### src/rtl/core/model_primitive_packet_decoder_unit_macros.svh
// Assertion macros used by the decode module of the primitive packet decoder.
`ifndef MODEL_PRIMITIVE_PACKET_DECODER_UNIT_MACROS_SVH
`define MODEL_PRIMITIVE_PACKET_DECODER_UNIT_MACROS_SVH

// Same-cycle implication, disabled while reset is asserted.
`define PMPD_ASSERT_NOW(label, clk, rst_n, ante, cons) \
	label: assert property (@(posedge clk) disable iff (!rst_n) (ante) |-> (cons)) \
		else $error("pmpd assertion failed");

// Next-cycle implication, disabled while reset is asserted.
`define PMPD_ASSERT_NEXT(label, clk, rst_n, ante, cons) \
	label: assert property (@(posedge clk) disable iff (!rst_n) (ante) |=> (cons)) \
		else $error("pmpd assertion failed");

`endif

### src/rtl/core/pmpd_pkg.sv
// Types, codes and mode tables for the primitive packet decoder.
`default_nettype none

package pmpd_pkg;

	localparam logic [7:0] MODE_FLAT_TRI    = 8'h20;
	localparam logic [7:0] MODE_GOURAUD_TRI = 8'h21;
	localparam logic [7:0] MODE_FLAT_QUAD   = 8'h28;
	localparam logic [7:0] MODE_GOURAUD_QUAD = 8'h29;

	localparam logic [3:0] MIN_FLAT_TRI     = 4'(16 / 4);
	localparam logic [3:0] MIN_GOURAUD_TRI  = 4'(24 / 4);
	localparam logic [3:0] MIN_FLAT_QUAD    = 4'(20 / 4);
	localparam logic [3:0] MIN_GOURAUD_QUAD = 4'(32 / 4);

	localparam logic [15:0] PRIM_COUNT_RESET = 16'd1;

	// Reciprocal of three in 11 fractional bits, exact for 10-bit sums.
	localparam logic [19:0] RECIP_THREE = 20'd683;

	typedef enum logic [2:0] {
		ST_PRIM      = 3'd0,
		ST_PRIM_DONE = 3'd1,
		ST_DONE      = 3'd2,
		ST_BAD_LEN   = 3'd3,
		ST_TRUNC     = 3'd4
	} status_t;

	typedef struct packed {
		logic        block_start;
		logic [31:0] data_word;
		logic        data_end;
	} in_beat_t;

	typedef struct packed {
		status_t     status;
		logic [7:0]  red;
		logic [7:0]  green;
		logic [7:0]  blue;
		logic [15:0] vertex_a;
		logic [15:0] vertex_b;
		logic [15:0] vertex_c;
		logic [15:0] vertex_d;
		logic        quad_flag;
	} result_t;

	function automatic logic [2:0] colour_words(input logic [7:0] mode);
		case (mode)
			MODE_FLAT_TRI, MODE_FLAT_QUAD: colour_words = 3'd1;
			MODE_GOURAUD_TRI:              colour_words = 3'd3;
			MODE_GOURAUD_QUAD:             colour_words = 3'd4;
			default:                       colour_words = 3'd0;
		endcase
	endfunction

	function automatic logic [2:0] vertex_word(input logic [7:0] mode);
		case (mode)
			MODE_FLAT_TRI, MODE_FLAT_QUAD: vertex_word = 3'd2;
			MODE_GOURAUD_TRI:              vertex_word = 3'd3;
			MODE_GOURAUD_QUAD:             vertex_word = 3'd4;
			default:                       vertex_word = 3'd0;
		endcase
	endfunction

	function automatic logic [3:0] min_words(input logic [7:0] mode);
		case (mode)
			MODE_FLAT_TRI:     min_words = MIN_FLAT_TRI;
			MODE_GOURAUD_TRI:  min_words = MIN_GOURAUD_TRI;
			MODE_FLAT_QUAD:    min_words = MIN_FLAT_QUAD;
			MODE_GOURAUD_QUAD: min_words = MIN_GOURAUD_QUAD;
			default:           min_words = 4'd0;
		endcase
	endfunction

endpackage

`default_nettype wire

### src/rtl/core/pmpd_in_stage.sv
// Input register stage that captures one word beat and holds it for the decoder.
`default_nettype none

module pmpd_in_stage (
	input  wire logic              clk,
	input  wire logic              arst_n,
	input  wire logic              in_valid,
	output logic                   in_ready,
	input  wire pmpd_pkg::in_beat_t in_beat,
	input  wire logic              advance,
	output logic                   valid_s1,
	output pmpd_pkg::in_beat_t     beat_s1
);

	logic accept;

	assign in_ready = !valid_s1 || advance;
	assign accept   = in_valid && in_ready;

	always_ff @(posedge clk or negedge arst_n) begin
		if (!arst_n) begin
			valid_s1 <= 1'b0;
		end else if (accept) begin
			valid_s1 <= 1'b1;
		end else if (advance) begin
			valid_s1 <= 1'b0;
		end
	end

	always_ff @(posedge clk) begin
		if (accept) begin
			beat_s1 <= in_beat;
		end
	end

endmodule

`default_nettype wire

### src/rtl/core/pmpd_decode.sv
// Packet parser state and per-word decode that forms at most one result per beat.
`default_nettype none

`include "model_primitive_packet_decoder_unit_macros.svh"

module pmpd_decode (
	input  wire logic               clk,
	input  wire logic               arst_n,
	input  wire logic               cfg_wr_en,
	input  wire logic [15:0]        cfg_wr_data,
	input  wire logic               advance,
	input  wire pmpd_pkg::in_beat_t beat_s1,
	output logic                    res_valid,
	output pmpd_pkg::result_t       res
);

	logic [15:0] count_q;
	logic [7:0]  pos_q;
	logic [7:0]  pw_q;
	logic [7:0]  mode_q;
	logic [9:0]  sums_q [3];
	logic [15:0] verts_q [4];
	logic [15:0] pd_q;
	logic        active_q;

	logic [7:0]  pos_n;
	logic [7:0]  pw_n;
	logic [7:0]  mode_n;
	logic [9:0]  sums_n [3];
	logic [15:0] verts_n [4];
	logic [15:0] pd_n;
	logic        active_n;

	logic [31:0] w;
	logic [7:0]  pos;
	logic [15:0] pd_base;
	logic        act;
	logic [7:0]  vw;
	logic        last;
	logic        over;
	logic [3:0]  minw;
	logic        quad;
	logic [19:0] prod [3];
	logic [7:0]  col [3];

	always_comb begin
		w       = beat_s1.data_word;
		pos     = beat_s1.block_start ? 8'd0 : pos_q;
		pd_base = beat_s1.block_start ? 16'd0 : pd_q;
		act     = beat_s1.block_start ? 1'b1 : active_q;

		pos_n    = pos;
		pd_n     = pd_base;
		active_n = act;
		pw_n     = (pos == 8'd1) ? w[15:8] : pw_q;
		mode_n   = (pos == 8'd0) ? w[31:24] : mode_q;
		vw       = {5'd0, pmpd_pkg::vertex_word(mode_n)};

		for (int k = 0; k < 3; k++) begin
			sums_n[k] = (pos == 8'd0) ? 10'd0 : sums_q[k];
			if (pos < {5'd0, pmpd_pkg::colour_words(mode_n)}) begin
				sums_n[k] = sums_n[k] + {2'd0, w[8*k +: 8]};
			end
		end
		for (int k = 0; k < 4; k++) begin
			verts_n[k] = (pos == 8'd0) ? 16'd0 : verts_q[k];
		end
		if (vw != 8'd0 && pos == vw) begin
			verts_n[0] = w[15:0];
			verts_n[1] = w[31:16];
		end
		if (vw != 8'd0 && pos == vw + 8'd1) begin
			verts_n[2] = w[15:0];
			verts_n[3] = w[31:16];
		end

		last = (pos != 8'd0) && ({1'b0, pos} + 9'd1 == {1'b0, pw_n});
		minw = pmpd_pkg::min_words(mode_n);
		quad = (mode_n == pmpd_pkg::MODE_FLAT_QUAD) || (mode_n == pmpd_pkg::MODE_GOURAUD_QUAD);
		over = 1'b0;

		// Colour sums are complete before the last word of any valid packet.
		for (int k = 0; k < 3; k++) begin
			prod[k] = {10'd0, sums_q[k]} * pmpd_pkg::RECIP_THREE;
			if (mode_n == pmpd_pkg::MODE_GOURAUD_TRI) begin
				col[k] = prod[k][18:11];
			end else if (mode_n == pmpd_pkg::MODE_GOURAUD_QUAD) begin
				col[k] = sums_q[k][9:2];
			end else begin
				col[k] = sums_q[k][7:0];
			end
		end

		res_valid = 1'b0;
		res       = '0;
		res.status = pmpd_pkg::ST_PRIM;

		if (beat_s1.block_start && count_q == 16'd0) begin
			active_n   = 1'b0;
			res_valid  = 1'b1;
			res.status = pmpd_pkg::ST_DONE;
		end else if (act) begin
			if (pos == 8'd1 && pw_n < 8'd2) begin
				active_n   = 1'b0;
				res_valid  = 1'b1;
				res.status = pmpd_pkg::ST_BAD_LEN;
			end else if (!last) begin
				if (beat_s1.data_end) begin
					active_n   = 1'b0;
					res_valid  = 1'b1;
					res.status = pmpd_pkg::ST_TRUNC;
				end else begin
					pos_n = pos + 8'd1;
				end
			end else begin
				pos_n    = 8'd0;
				pd_n     = pd_base + 16'd1;
				over     = (pd_n >= count_q) || beat_s1.data_end;
				active_n = !over;
				if (minw == 4'd0 || pw_n < {4'd0, minw}) begin
					if (over) begin
						res_valid  = 1'b1;
						res.status = pmpd_pkg::ST_DONE;
					end
				end else begin
					res_valid     = 1'b1;
					res.status    = over ? pmpd_pkg::ST_PRIM_DONE : pmpd_pkg::ST_PRIM;
					res.red       = col[0];
					res.green     = col[1];
					res.blue      = col[2];
					res.vertex_a  = verts_n[0];
					res.vertex_b  = verts_n[1];
					res.vertex_c  = verts_n[2];
					res.vertex_d  = quad ? verts_n[3] : 16'd0;
					res.quad_flag = quad;
				end
			end
		end
	end

	always_ff @(posedge clk or negedge arst_n) begin
		if (!arst_n) begin
			count_q  <= pmpd_pkg::PRIM_COUNT_RESET;
			pos_q    <= 8'd0;
			pw_q     <= 8'd0;
			mode_q   <= 8'd0;
			pd_q     <= 16'd0;
			active_q <= 1'b0;
			for (int k = 0; k < 3; k++) begin
				sums_q[k] <= 10'd0;
			end
			for (int k = 0; k < 4; k++) begin
				verts_q[k] <= 16'd0;
			end
		end else begin
			if (cfg_wr_en) begin
				count_q <= cfg_wr_data;
			end
			if (advance) begin
				pd_q     <= pd_n;
				active_q <= active_n;
				if (act && !(beat_s1.block_start && count_q == 16'd0)) begin
					pos_q  <= pos_n;
					pw_q   <= pw_n;
					mode_q <= mode_n;
					for (int k = 0; k < 3; k++) begin
						sums_q[k] <= sums_n[k];
					end
					for (int k = 0; k < 4; k++) begin
						verts_q[k] <= verts_n[k];
					end
				end else begin
					pos_q <= pos;
				end
			end
		end
	end

	`PMPD_ASSERT_NOW(a_idle_silent, clk, arst_n, advance && !beat_s1.block_start && !active_q, !res_valid)
	`PMPD_ASSERT_NEXT(a_stop_idles, clk, arst_n, advance && res_valid && (res.status == pmpd_pkg::ST_BAD_LEN || res.status == pmpd_pkg::ST_TRUNC), !active_q)
	`PMPD_ASSERT_NOW(a_pos_bound, clk, arst_n, active_q, pos_q != 8'hFF)
	`PMPD_ASSERT_NOW(a_quad_fields, clk, arst_n, res_valid && !res.quad_flag, res.vertex_d == 16'd0)

endmodule

`default_nettype wire

### src/rtl/core/pmpd_out_stage.sv
// Result register that holds one result beat until the consumer takes it.
`default_nettype none

module pmpd_out_stage (
	input  wire logic              clk,
	input  wire logic              arst_n,
	input  wire logic              load,
	input  wire pmpd_pkg::result_t res,
	input  wire logic              out_ready,
	output logic                   out_valid,
	output logic                   slot_free,
	output pmpd_pkg::result_t      res_q
);

	assign slot_free = !out_valid || out_ready;

	always_ff @(posedge clk or negedge arst_n) begin
		if (!arst_n) begin
			out_valid <= 1'b0;
		end else if (load) begin
			out_valid <= 1'b1;
		end else if (out_ready) begin
			out_valid <= 1'b0;
		end
	end

	always_ff @(posedge clk) begin
		if (load) begin
			res_q <= res;
		end
	end

endmodule

`default_nettype wire

### src/rtl/core/model_primitive_packet_decoder_unit.sv
// Top level of the primitive packet decoder: input register, decoder and result register.
//
//   Channel   Signals                                   Role
//   input     in_valid/in_ready, block_start,           one 32-bit word of the block
//             data_word, data_end
//   output    out_valid/out_ready, status, red, green,  one primitive or block status
//             blue, vertex_a..vertex_d, quad_flag
//   config    cfg_wr_en, cfg_wr_data                    packets per block
//
// A word beat is registered, decoded from the input register and its result, if any, is
// loaded into the result register; one word is taken per cycle unless the output stalls.
// The decoder moves forward only when the result register is empty or being drained.
// Reset clears the parser to idle and sets the packet count to one.
// A stall on the output holds the word in the input register and then stops the input.
`default_nettype none

module model_primitive_packet_decoder_unit (
	input  wire logic        clk,
	input  wire logic        arst_n,
	input  wire logic        cfg_wr_en,
	input  wire logic [15:0] cfg_wr_data,
	input  wire logic        in_valid,
	output logic             in_ready,
	input  wire logic        block_start,
	input  wire logic [31:0] data_word,
	input  wire logic        data_end,
	output logic             out_valid,
	input  wire logic        out_ready,
	output logic [2:0]       status,
	output logic [7:0]       red,
	output logic [7:0]       green,
	output logic [7:0]       blue,
	output logic [15:0]      vertex_a,
	output logic [15:0]      vertex_b,
	output logic [15:0]      vertex_c,
	output logic [15:0]      vertex_d,
	output logic             quad_flag
);

	pmpd_pkg::in_beat_t in_beat;
	pmpd_pkg::in_beat_t beat_s1;
	pmpd_pkg::result_t  res;
	pmpd_pkg::result_t  res_q;
	logic               valid_s1;
	logic               advance;
	logic               slot_free;
	logic               res_valid;

	assign in_beat.block_start = block_start;
	assign in_beat.data_word   = data_word;
	assign in_beat.data_end    = data_end;

	assign advance = valid_s1 && slot_free;

	pmpd_in_stage u_in (
		.clk      (clk),
		.arst_n   (arst_n),
		.in_valid (in_valid),
		.in_ready (in_ready),
		.in_beat  (in_beat),
		.advance  (advance),
		.valid_s1 (valid_s1),
		.beat_s1  (beat_s1)
	);

	pmpd_decode u_dec (
		.clk         (clk),
		.arst_n      (arst_n),
		.cfg_wr_en   (cfg_wr_en),
		.cfg_wr_data (cfg_wr_data),
		.advance     (advance),
		.beat_s1     (beat_s1),
		.res_valid   (res_valid),
		.res         (res)
	);

	pmpd_out_stage u_out (
		.clk       (clk),
		.arst_n    (arst_n),
		.load      (advance && res_valid),
		.res       (res),
		.out_ready (out_ready),
		.out_valid (out_valid),
		.slot_free (slot_free),
		.res_q     (res_q)
	);

	assign status    = res_q.status;
	assign red       = res_q.red;
	assign green     = res_q.green;
	assign blue      = res_q.blue;
	assign vertex_a  = res_q.vertex_a;
	assign vertex_b  = res_q.vertex_b;
	assign vertex_c  = res_q.vertex_c;
	assign vertex_d  = res_q.vertex_d;
	assign quad_flag = res_q.quad_flag;

endmodule

`default_nettype wire
### config.mk
export PLATFORM = sky130hd
export DESIGN_NAME = model_primitive_packet_decoder_unit
export DESIGN_NICKNAME = d
export VERILOG_FILES = /design/src/rtl/core/pmpd_pkg.sv /design/src/rtl/core/pmpd_in_stage.sv /design/src/rtl/core/pmpd_decode.sv /design/src/rtl/core/pmpd_out_stage.sv /design/src/rtl/core/model_primitive_packet_decoder_unit.sv
export VERILOG_INCLUDE_DIRS = /design/src /design/src/rtl/core
export SDC_FILE = /design/constraint.sdc
export NUM_CORES = 1
export LEC_CHECK = 0
export ABC_AREA = 1
export BUFFER_PORTS_ARGS = -buffer_cell sky130_fd_sc_hd__buf_2
export CAP_MARGIN = 40
export CORE_MARGIN = 1.5
export CORE_UTILIZATION = 45
export CTS_CLUSTER_SIZE = 12
export DETAILED_ROUTE_END_ITERATION = 12
export PLACE_DENSITY = 0.66
export SLEW_MARGIN = 15
export SYNTH_ARGS = -nofsm -noshare
export SYNTH_HDL_FRONTEND = slang
export SYNTH_SLANG_ARGS = --single-unit
### constraint.sdc
create_clock -name clk -period 7.75 [get_ports clk]
set_input_delay 0 -clock clk [delete_from_list [all_inputs] [get_ports clk]]
set_output_delay 0 -clock clk [all_outputs]
set_load 0.02 [all_outputs]
# After elaboration in Yosys (flattened, before gate mapping)
# Index checks and enable logic that the tools add are counted.
dict set report totals {
  ramBits 0
  output_inout_bits 94
  elab_cells 148
  inputBits 55
  latchBits 0
  ff_bits 279
  n_memories 0
  rom_bits 0
}
dict set report op_classes {
  div_mod_pow 0
  n_lt_le_gt_ge 4
  addsub 7
  bitwise 3
  n_mux 63
  n_eq_ne 8
  shift 0
  reduce_logical 31
  mul 3
}
# operator count
set op_table {}
lappend op_table {{89-bit two-way mux} 3}
lappend op_table {{16-bit two-way mux} 10}
lappend op_table {{8-bit two-way mux} 15}
lappend op_table {{91-bit two-way mux} 1}
lappend op_table {{32-bit two-way mux} 2}
lappend op_table {{10-bit two-way mux} 6}
lappend op_table {{10-bit by 10-bit multiplier with 19-bit output, second input constant} 3}
lappend op_table {{8-bit by 6-bit == test with 1-bit output, second input constant} 4}
lappend op_table {{10-bit by 8-bit adder with 10-bit output} 3}
lappend op_table {{1-bit two-way mux} 18}
lappend op_table {{3-bit one-hot mux with 3 select lines} 2}
lappend op_table {{16-bit by 1-bit adder with 16-bit output, second input constant} 1}
lappend op_table {{16-bit greater-or-equal comparator} 1}
lappend op_table {{16-bit zero test} 1}
lappend op_table {{4-bit one-hot mux with 4 select lines} 1}
lappend op_table {{8-bit by 1-bit adder with 9-bit output, second input constant} 1}
lappend op_table {{9-bit by 8-bit == test with 1-bit output} 1}
lappend op_table {{1-bit logical AND} 9}
lappend op_table {{3-bit two-way mux} 3}
lappend op_table {{8-bit by 1-bit adder with 8-bit output, second input constant} 1}
lappend op_table {{8-bit by 1-bit == test with 1-bit output, second input constant} 1}
lappend op_table {{8-bit by 3-bit == test with 1-bit output} 1}
lappend op_table {{8-bit == test} 1}
lappend op_table {{8-bit zero test} 1}
lappend op_table {{other kinds (17)} 29}

# Depth between registers and ports, before layout
dict set report depth {
  word_depth 15
  ltp_mapped 30
  ltp_nobuf 28
}

# Cells and area by module
# From an unflattened synthesis, not the netlist that was laid out.
dict set report unflattened {
  hier_cells 2556
  area_unflattened_um2 20641.0
}
# mod area_per_inst_um2 seq_area_each_um2 cells_per_inst instances
set by_module_without_submodules {}
lappend by_module_without_submodules {pmpd_decode 16749.8 3779.9 2415 1}
lappend by_module_without_submodules {pmpd_out_stage 2807.7 2787.7 97 1}
lappend by_module_without_submodules {pmpd_in_stage 1066.0 1046.0 40 1}
lappend by_module_without_submodules {model_primitive_packet_decoder_unit 17.5 0.0 4 1}

# Worst setup path before layout
# Ideal clock, no wire load.
dict set report synth_timing {
  kind {register to register}
  from {reg, netlist name u_in.beat_s1[33]}
  to {reg, netlist name u_out.res_q[0]}
  t_required_ns 7.296
  slack_ns 1.952
  setup_ns 0.454
  period_less_slack_ns 5.798
  arrival_ns 5.344
  path_stages_with_launch 28
  n_path_buf 2
  path_cell_list {edfxtp_1 > buf_6 > inv_4 > buf_6 > nand2_1 > nor3_1 > nand2_1 > nor2_1 > inv_1 > nor3_1 > inv_1 > nor3_1 > nand3_1 > nor2_1 > nand2_1 > nand2_1 > inv_1 > ha_1 > nand3_1 > nor3_1 > nand3_1 > nand4_1 > inv_1 > nor2_1 > nor2_1 > nand2_1 > nand2_1 > nand2_1}
}
dict set report synth_between {
  elab_chain_len 13
  word_cells_on_any_way 32
  classes_between {2 x add/sub; 3 x order compare; 6 x eq/ne; 12 x mux; 9 x reduce/logical}
}
# item line_no
set synth_lines {}
lappend synth_lines {{branches (longest 11 deep; another with 16-bit by 1-bit adder with 16-bit output)} n/a}
lappend synth_lines {{1-bit two-way mux *} pmpd_decode.sv:98} ;# if (beat_s1.block_start && count_q == 16'd0) begin
lappend synth_lines {{1-bit logical AND *} model_primitive_packet_decoder_unit.sv:80} ;# .load (advance && res_valid),
lappend synth_lines {{net u_out.load} pmpd_out_stage.sv:7} ;# input wire logic load,
# Mark *: on every way through the listed nets, which the timed path passes.
# A chain may end at the register's enable or synchronous reset.

# Worst setup path in the final report
dict set report layout_timing {
  from {reg, netlist name u_in.beat_s1[33]}
  to {reg, netlist name u_out.res_q[44]}
}
dict set report layout_between {
  elab_chain_len 9
  word_cells_on_any_way 31
  classes_between {1 x add/sub; 2 x order compare; 7 x eq/ne; 8 x mux; 2 x bitwise; 11 x reduce/logical}
}
# item
set layout_lines {}
lappend layout_lines {{branches (longest 9 deep; another with 8-bit by 4-bit less-than comparator with 1-bit output)}}
# Several ways; the timed one is not identified.

==> results.ini <==
[floorplan]
ios = 149
dieArea_um2 = 48200
rows = 79
fp.dieH_um = 220
chipWidth_um = 220
start_util = 0.455
core_um2 = 46400

[synth]
synth_edf_count = 126
synthCells = 2539
synthSimpleGateAreaFrac = 0.215
avgSynthCellArea_um2 = 8.31
synth_area_leaders = dfrtp_1 (18%), edfxtp_1 (18%), ha_1 (13%), nand2_1 (11%), inv_1 (6.5%)
seq_area_frac_synth = 0.361
synth.most_common_cell = nand2_1
syn_nets = 2886
synth_compound_area_frac = 0.109
netlist-cell-type-count = 50
async_flop_share = 0.548
synth_xor_area_frac = 0.0250
synth-seq-cells = 279
syn_area_um2 = 21100
synth_fa_ha_area_frac = 0.197
synth_top_family_by_area = simple AND/OR/NAND/NOR gates
muxShareOfSynthArea = 0
synth.top_cell.area_share = 0.180
synth-main-ff-cell = dfrtp_1
synthTopCellsByCount = nand2_1 (596), inv_1 (363), ha_1 (226)
synth_largest_area_cell = dfrtp_1
yosysWarnings = 0

[sta]
hold_viol = 0
worst_pin_slew_ns = 0.893
rsz0062_at_grt = no
setup_viol = 0
maxSlewHeadroom = 0.399
setup_ws_ns = 2.03
skew_ns = 0.0178
min_period_over_period = 0.738
finalSetupTns_ns = 0
slew_violations = 0
max_freq_mhz = 175
post-route-min-period_ns = 5.72

[setup_path]
crit_path_end_kind = register
critPathArrivalTime_ns = 6.02
cp_data_required_time_ns = 8.05
path_class = register to register
start_kind = register
crit_fanout = 33

[global_route]
grt_pass1_vias = 17700
grt_overflow = 0
grt_pass1_wl_mm = 92.3
grtUsageTotal = 0.243
grt_antenna_before_repair = 0
grt_max_degree = 67

[clock_network]
cts_root_buf = clkbuf_16
cts.htree.levels = 2
clock-sinks = 279
cts_buffers = 35
cts.clk_slew.worst_paths_ns = 0.06
clock_latency_ns = 0.56
clock_path_buffers = 3
cts_tree = built
post-cts-setup-buffer-count = 0

[cells_and_area]
antennaDiodeCount = 0
fin_cells = 3378
syn2layout_area_growth_pct = 15.7
nNetsFinal = 3091
final_util = 0.527
drive_gt1_frac = 0.133

[routing]
routed_wl_mm = 57.8
ant_nets = 0
drc_errors = 0
vias = 17800
drt_iter0_markers = 1312
wl_per_cell_um = 17.1
drt_first_pass_iters = 5
vias_per_cell = 5.28

[outcome]
status = finished clean

[placed_design]
io_buffer_count = 148
gp_congestion = 0.904
dpl_worst_slack_ns = 2.08
placed_cells = 3226
hpwl_mm = 41.1

[power]
pwr_density_cell_nw_per_um2 = 322
p_leak_nw = 12.2
vdd_drop_max_v = 0.000178

[hold_path]
min_path_type = input port to async pin

[flow_run]
drv_cap = 0

## report_power, final
group          internal [mW]  switching (mW)  total, mW
combinational           1.46            2.65       4.11
sequential              1.83           0.245       2.07
clock                  0.991           0.677       1.67
## path summary, 6_finish.rpt
kind                                    from                 to  slack (ns)  depth (start not counted)
max reg2reg                 u_in.beat_s1[33]    u_out.res_q[44]        2.03                         21
min in group clk               data_word[14]   u_in.beat_s1[15]        0.15                          2
max in group asynchronous             arst_n     u_dec.pd_q[13]        5.95                          4
min                                   arst_n  u_dec.verts_q[46]        0.02                          2
max                         u_in.beat_s1[33]    u_out.res_q[44]        2.03                         21
min reg2reg                u_dec.verts_q[40]  u_dec.verts_q[40]        0.48                          2
## state kept, by name (all words and copies together) (netlist names)
| register | flops |
|---|---|
| u_out.res_q | 92 |
| u_dec.verts_q | 64 |
| u_in.beat_s1 | 34 |
| u_dec.sums_q | 30 |
| u_dec.count_q | 16 |
| u_dec.pd_q | 16 |
| u_dec.mode_q | 8 |
| u_dec.pos_q | 8 |
| u_dec.pw_q | 8 |
| u_dec.active_q | 1 |
| u_in.valid_s1 | 1 |
| u_out.out_valid | 1 |
## per-layer routing
layer  GRT usage  wire [µm]  share of wire
met1       0.317      25400           0.44
met2       0.416      27800           0.48
met3      0.0308       2820          0.049
met4      0.0836       1760          0.030
met5           0          0              0
## timing repair
item                                   in CTS  in global routing
endpoints found under the hold margin     117                  0
hold buffers                               87                  0
gates resized for setup                     0                  0
## worst max-delay path, stage by stage, from the launching register on
cell and delay [ns]:
edfxtp_1 0.81, inv_4 0.22, nand2_1 0.18, nand2_1 0.16
nor2_4 0.43, nand2_2 0.39, buf_16 0.29, nand2_1 0.07
nand2_1 0.07, nand2_1 0.12, inv_1 0.07, nand4_1 0.10
buf_4 0.31, ha_1 0.23, nand2_2 0.10, nand2_2 0.11
nand2_2 0.08, nand2_2 0.62, nand3_2 0.45, buf_4 0.41
nand2_2 0.14, a21oi_2 0.06
## cell usage in the layout, fill, tap and decap left out, types with 5 or more instances in the layout
cell type and instances:
a21o_1 7, a21oi_1 124, a21oi_2 54, a22oi_1 6
buf_2 147, buf_4 15, clkbuf_1 11, clkbuf_16 36
clkinv_1 5, dfrtp_1 152, dlygate4sd3_1 87, edfxtp_1 126
fa_1 66, ha_1 226, inv_1 362, inv_2 22
nand2_1 594, nand2_2 39, nand2_4 6, nand3_1 149
nand3b_1 8, nand4_1 52, nor2_1 164, nor2_2 12
nor3_1 6, nor4_1 5, o2111ai_1 6, o21a_1 17
o21ai_0 122, o21ai_1 21, o21bai_1 9, o22ai_1 5
xnor2_1 20, xor2_1 37
## cells by family after synthesis
family / count (synthesis)
flip-flops: 279
adder cells (fa/ha/maj): 292
AND/OR/NAND/NOR: 1048
AO/OA/AOI/OAI: 386
XOR/XNOR: 58
buffers and inverters: 476
## stage by stage
step                hold WS (ns)  total power [mW]  area (µm²)
global route              0.0818              8.57       24400
detailed placement        0.0516              6.11       22400
global placement          0.0559              6.01       22200
CTS                       0.0280              7.88       24400
finish                    0.0244              7.85       24400
floorplan                 -0.296              5.08       21100
## final cells by class
type / instances / area, µm²
inverter: 388 / 1460
multi-input combinational: 1784 / 11500
clock buffer: 49 / 970
timing repair buffer: 256 / 1860
clock inverter: 15 / 193
fill: 4243 / 21900
tap: 607 / 759
sequential: 279 / 7610
No activity file was read; power rests on OpenSTA's default activity.
